<file path="src/design/ilist_pkg.sv">
// Shared types, codes and sizes for the indexed list block.
package ilist_pkg;

    // Store size and field widths
    localparam int CAPACITY = 1024;
    localparam int W_IDX    = $clog2(CAPACITY + 1);   // holds 0..CAPACITY
    localparam int W_ADDR   = $clog2(CAPACITY);       // store address
    localparam int W_DATA   = 32;

    // Request codes
    typedef enum logic [1:0] {
        OP_READ   = 2'd0,
        OP_UPDATE = 2'd1,
        OP_DELETE = 2'd2,
        OP_INSERT = 2'd3
    } t_op;

    // Result status codes
    typedef enum logic [1:0] {
        ST_DONE  = 2'd0,
        ST_RANGE = 2'd1,
        ST_FULL  = 2'd2
    } t_status;

    // Controller states
    typedef enum logic [2:0] {
        S_IDLE,
        S_DECODE,
        S_READ,
        S_SHIFT,
        S_MOVE,
        S_RESP
    } t_state;

    // Store read address source
    typedef enum logic [1:0] {
        RD_POS,
        RD_PTR_INC,
        RD_PTR_DEC
    } t_rd_sel;

    // Store write source
    typedef enum logic {
        WR_POS_VAL,
        WR_PTR_RDATA
    } t_wr_sel;

    // Commands from controller to datapath
    typedef struct packed {
        logic    load_req;
        t_rd_sel rd_sel;
        logic    mem_we;
        t_wr_sel wr_sel;
        logic    ptr_from_pos;
        logic    ptr_from_count;
        logic    ptr_inc;
        logic    ptr_dec;
        logic    cnt_inc;
        logic    cnt_dec;
        logic    res_load;
        t_status res_status;
        logic    res_take_read;
    } t_cmd;

    // Status from datapath to controller
    typedef struct packed {
        t_op  op;
        logic pos_ge_count;
        logic pos_gt_count;
        logic full;
        logic ptr_lt_count;
        logic ptr_gt_pos;
    } t_stat;

endpackage

</file>
<file path="src/design/ilist_ctrl.sv">
// Controller: sequences request decode, range checks, shift loops and the result handshake.
module ilist_ctrl import ilist_pkg::*; (
    input  logic  i_clk,
    input  logic  i_rst_n,
    input  logic  i_in_valid,
    output logic  o_in_stall,
    output logic  o_out_valid,
    input  logic  i_out_stall,
    input  t_stat i_stat,
    output t_cmd  o_cmd
);

    t_state r_state;
    t_state n_state;

    // State register
    always_ff @(posedge i_clk) begin
        if (!i_rst_n) begin
            r_state <= S_IDLE;
        end else begin
            r_state <= n_state;
        end
    end

    // Next state and commands
    always_comb begin
        n_state = r_state;
        o_cmd   = '0;
        case (r_state)
            S_IDLE: begin
                if (i_in_valid) begin
                    o_cmd.load_req = 1'b1;
                    n_state        = S_DECODE;
                end
            end
            S_DECODE: begin
                if (i_stat.op == OP_INSERT) begin
                    if (i_stat.pos_gt_count) begin
                        o_cmd.res_load   = 1'b1;
                        o_cmd.res_status = ST_RANGE;
                        n_state          = S_RESP;
                    end else if (i_stat.full) begin
                        o_cmd.res_load   = 1'b1;
                        o_cmd.res_status = ST_FULL;
                        n_state          = S_RESP;
                    end else begin
                        o_cmd.ptr_from_count = 1'b1;
                        n_state              = S_SHIFT;
                    end
                end else if (i_stat.pos_ge_count) begin
                    o_cmd.res_load   = 1'b1;
                    o_cmd.res_status = ST_RANGE;
                    n_state          = S_RESP;
                end else begin
                    case (i_stat.op)
                        OP_READ: begin
                            o_cmd.rd_sel = RD_POS;
                            n_state      = S_READ;
                        end
                        OP_UPDATE: begin
                            o_cmd.mem_we     = 1'b1;
                            o_cmd.wr_sel     = WR_POS_VAL;
                            o_cmd.res_load   = 1'b1;
                            o_cmd.res_status = ST_DONE;
                            n_state          = S_RESP;
                        end
                        OP_DELETE: begin
                            o_cmd.cnt_dec      = 1'b1;
                            o_cmd.ptr_from_pos = 1'b1;
                            n_state            = S_SHIFT;
                        end
                        default: begin
                            n_state = S_IDLE;
                        end
                    endcase
                end
            end
            S_READ: begin
                o_cmd.res_load      = 1'b1;
                o_cmd.res_status    = ST_DONE;
                o_cmd.res_take_read = 1'b1;
                n_state             = S_RESP;
            end
            // Loop test: delete pulls entries down, insert pushes them up
            S_SHIFT: begin
                if (i_stat.op == OP_DELETE) begin
                    if (i_stat.ptr_lt_count) begin
                        o_cmd.rd_sel = RD_PTR_INC;
                        n_state      = S_MOVE;
                    end else begin
                        o_cmd.res_load   = 1'b1;
                        o_cmd.res_status = ST_DONE;
                        n_state          = S_RESP;
                    end
                end else begin
                    if (i_stat.ptr_gt_pos) begin
                        o_cmd.rd_sel = RD_PTR_DEC;
                        n_state      = S_MOVE;
                    end else begin
                        o_cmd.mem_we     = 1'b1;
                        o_cmd.wr_sel     = WR_POS_VAL;
                        o_cmd.cnt_inc    = 1'b1;
                        o_cmd.res_load   = 1'b1;
                        o_cmd.res_status = ST_DONE;
                        n_state          = S_RESP;
                    end
                end
            end
            // Write the fetched neighbor into the pointer slot
            S_MOVE: begin
                o_cmd.mem_we = 1'b1;
                o_cmd.wr_sel = WR_PTR_RDATA;
                if (i_stat.op == OP_DELETE) begin
                    o_cmd.ptr_inc = 1'b1;
                end else begin
                    o_cmd.ptr_dec = 1'b1;
                end
                n_state = S_SHIFT;
            end
            S_RESP: begin
                if (!i_out_stall) begin
                    n_state = S_IDLE;
                end
            end
            default: begin
                n_state = S_IDLE;
            end
        endcase
    end

    assign o_in_stall  = (r_state != S_IDLE);
    assign o_out_valid = (r_state == S_RESP);

endmodule

</file>
<file path="config.mk">
export PLATFORM = sky130hd
export DESIGN_NAME = ilist_ctrl
export DESIGN_NICKNAME = d
export VERILOG_FILES = /design/src/design/ilist_pkg.sv /design/src/design/ilist_ctrl.sv
export SDC_FILE = /design/constraint.sdc
export NUM_CORES = 1
export LEC_CHECK = 0
export ABC_AREA = 1
export BUFFER_PORTS_ARGS = -buffer_cell sky130_fd_sc_hd__clkbuf_2
export CAP_MARGIN = 20
export CORE_AREA = 2 2 39 41
export DETAILED_ROUTE_END_ITERATION = 10
export DIE_AREA = 0 0 41 43
export PLACE_DENSITY = 0.67
export SLEW_MARGIN = 10
export SYNTH_ARGS = -nofsm -noshare
export SYNTH_HDL_FRONTEND = slang
export SYNTH_SLANG_ARGS = --single-unit
</file>
<file path="constraint.sdc">
create_clock -name i_clk -period 2.8 [get_ports i_clk]
set_input_delay 0.28 -clock i_clk [delete_from_list [all_inputs] [get_ports i_clk]]
set_output_delay 0.28 -clock i_clk [all_outputs]
set_load 0.01 [all_outputs]
</file>
==> metrics.md <==
| Metric | Value |
|---|---|
| Outcome | `finished clean` |
| LEAKAGE | `0.000380 µW` |
| Setup TNS | `0 ns` |
| Setup crit start kind | `flip-flop` |
| DRC Markers | `0` |
| FP Rows | `14` |
| Worst VDD drop | `0.191 mV` |
| IO Port Bufs | `27` |
| Die H | `43 µm` |
| HP Class | `in2reg` |
| Net switching power | `108 µW` |
| Final setup vio count | `0` |
| Crit end category | `output port` |
| Final hold violations | `0` |
| Num CTS Buffers | `3` |
| CTS resizes | `0` |
| Top reg by flops | `r_state` |
| CTS Hold Bufs | `0` |
| Post-CTS setup buffers | `0` |
| Required @ worst endpoint | `2.52 ns` |
| Internal | `151 µW` |
| RSZ-0062 raised after global routing | `no` |
| Gr usage total | `0.135` |
| First-pass GRT wire length | `1.77 mm` |
| Routed len/inst | `8.52 µm` |
| Global route total overflow | `0` |
| Clock slew seen by the registers of the worst setup and hold paths | `0.04 ns` |
| Share of cells above drive strength 1 | `0.396` |
| Max Buffers Root-to-Sink | `2` |
| Core area | `0.00138 mm²` |
| Worst-Margin Slew | `0.263 ns` |
| Mean area per synthesized cell | `6.16 µm²` |
| Worst-path maximum fanout | `6` |
| Post-synth top flop | `dfxtp_1` |
| CTS Sinks | `3` |
| IO Count | `28` |
| Mapped cell area | `468 µm²` |
| Clk Latency, worst-skew pair | `0.23 ns` |
| Gp weighted congestion | `0.759` |
| Vias in the first global route | `500` |
| Antenna-violating nets left | `0` |
| Final Total Pwr | `259 µW` |
| CTS tree | `done` |
| Largest cells by area after synthesis | `ha_1, dfxtp_1, inv_1, nand2_1, nor2_1` |
| Comb pwr share | `0.483` |
| Post-synth top area share | `0.160` |
| Vias | `547` |
| Initial DRC Count | `7` |
| Slew Viols, Final | `0` |
| DIE WIDTH | `41 µm` |
| Dpl hpwl | `908 µm` |
| Crit share post-route | `0.574` |
| Clock power frac | `0.287` |
| Number of synthesized flops with an enable pin | `0` |
| CP arrival | `1.33 ns` |
| Crit path time final | `1.61 ns` |
| Max-cap check violation count | `0` |
| Die ar. | `0.00176 mm²` |
| First drt pass iteration count | `4` |
| FMAX | `622 MHz` |
| H-tree depth | `1` |
| Starting Density | `0.338` |
| Root buffer cell | `clkbuf_4` |
| Worst Setup Path Type | `reg2out` |
| Post-synthesis sequential area ratio | `0.128` |
| Synth warn | `0` |
| Biggest regs | `r_state (3)` |
| Synth Instances | `76` |
| Worst Clk Skew | `0.000542 ns` |
| Largest net degree at the start of global routing | `7` |
| Async SR Flop Fraction | `0` |
| Number of flip-flops in the largest register | `3` |
| Synth unique cells | `21` |
| Synth-to-layout area growth | `37.2%` |
| Via-to-Cell Ratio | `4.48` |
| Final nets | `124` |
| Sequential power share | `0.229` |
| N_diodes | `0` |
| Area leader, netlist | `ha_1` |
| Initial antenna violation count | `0` |
| Final WL | `1.04 mm` |
| Synthesized flop and latch total | `3` |
| Worst slew margin | `0.825` |
| Synth Net Count | `93` |
| Pwr/cell area | `404 mW/mm²` |
| Sw Ratio | `0.415` |
Yosys cell counts, types with 2 or more instances:
cell and number:
inv_1 15, nand2_1 13, nor2_1 11, ha_1 6, nand3_1 5, dfxtp_1 3, nand2_2 3, o21ai_0 3
inv_2 2, nand3_2 2, nor3_1 2, nor4_2 2
path summary, 6_finish.rpt:
| path | to | slack (ns) | start | cells past startpoint |
|---|---|---|---|---|
| max | o_cmd[9] | 1.19 | r_state[0]$_SDFFE_PN0P_ | 5 |
| min | r_state[2]$_SDFFE_PN0P_ | 0.25 | i_rst_n | 3 |
| max reg2reg | r_state[0]$_SDFFE_PN0P_ | 1.71 | r_state[2]$_SDFFE_PN0P_ | 5 |
| min reg2reg | r_state[2]$_SDFFE_PN0P_ | 0.65 | r_state[1]$_SDFFE_PN0P_ | 4 |
cells by family after synthesis:
| family | count (synthesis) | synth area share |
|---|---|---|
| compound gates | 7 | 0.0882 |
| buf+inv | 18 | 0.152 |
| flops | 3 | 0.128 |
| simple gates | 42 | 0.471 |
| fa+ha+maj | 6 | 0.160 |
worst max-delay path, cell delays in order, from the launching register on:
cell and delay [ns]:
dfxtp_1 0.42, nand2_2 0.11, nor2_4 0.14, inv_2 0.08
nor4_2 0.18, clkbuf_2 0.18
power groups by stage:
stage	logic, µW	clock network [µW]	registers, µW
5_1_grt	143	76.9	60.6
6_report	125	74.5	59.4
3_5_place_dp	127	0	60.0
2_1_floorplan	84.7	0	58.0
3_3_place_gp	126	0	59.6
4_1_cts	128	74.8	59.4
placed cells by master, fill, tap and decap left out, types with 2 or more instances in the layout:
| cell | netlist | routed |
|---|---|---|
| nand3_2 | 2 | 2 |
| o21ai_0 | 3 | 3 |
| nand2_2 | 3 | 3 |
| dfxtp_1 | 3 | 3 |
| nor3_1 | 2 | 2 |
| nor4_2 | 2 | 2 |
| nand3_1 | 5 | 5 |
| inv_1 | 15 | 15 |
| clkbuf_4 | 0 | 3 |
| nor2_1 | 11 | 11 |
| ha_1 | 6 | 6 |
| nand2_1 | 13 | 13 |
| clkbuf_2 | 0 | 27 |
| inv_2 | 2 | 2 |
metal layers:
layer	share of wire	GRT usage	routed length, µm	vias up
li1	-	-	-	296
met5	0	0	0	-
met3	0.059	0	61	0
met1	0.42	0.170	437	235
met2	0.52	0.238	540	16
met4	0	0.0400	0	0
through the flow:
stage | cell area, µm² | util | worst slack [ns] | hold WS [ns] | cells
finish | 642 | 0.464 | 1.19 | 0.250 | 122
global route | 642 | 0.464 | 1.07 | 0.286 | 122
CTS | 642 | 0.464 | 1.18 | 0.251 | 122
detailed placement | 616 | 0.445 | 1.26 | 0.485 | 118
global placement | 616 | 0.445 | 1.30 | 0.480 | 118
floorplan | 468 | - | 1.36 | 0.378 | 76
cell type report:
type	count	area [µm²]
fillers	150	742
multi-input cells	55	337
repair buffers	27	135
inverters	17	63.8
flip-flops and latches	3	60.1
clock buffers	4	26.3
well taps	16	20.0
(Power assumes the default switching activity.)
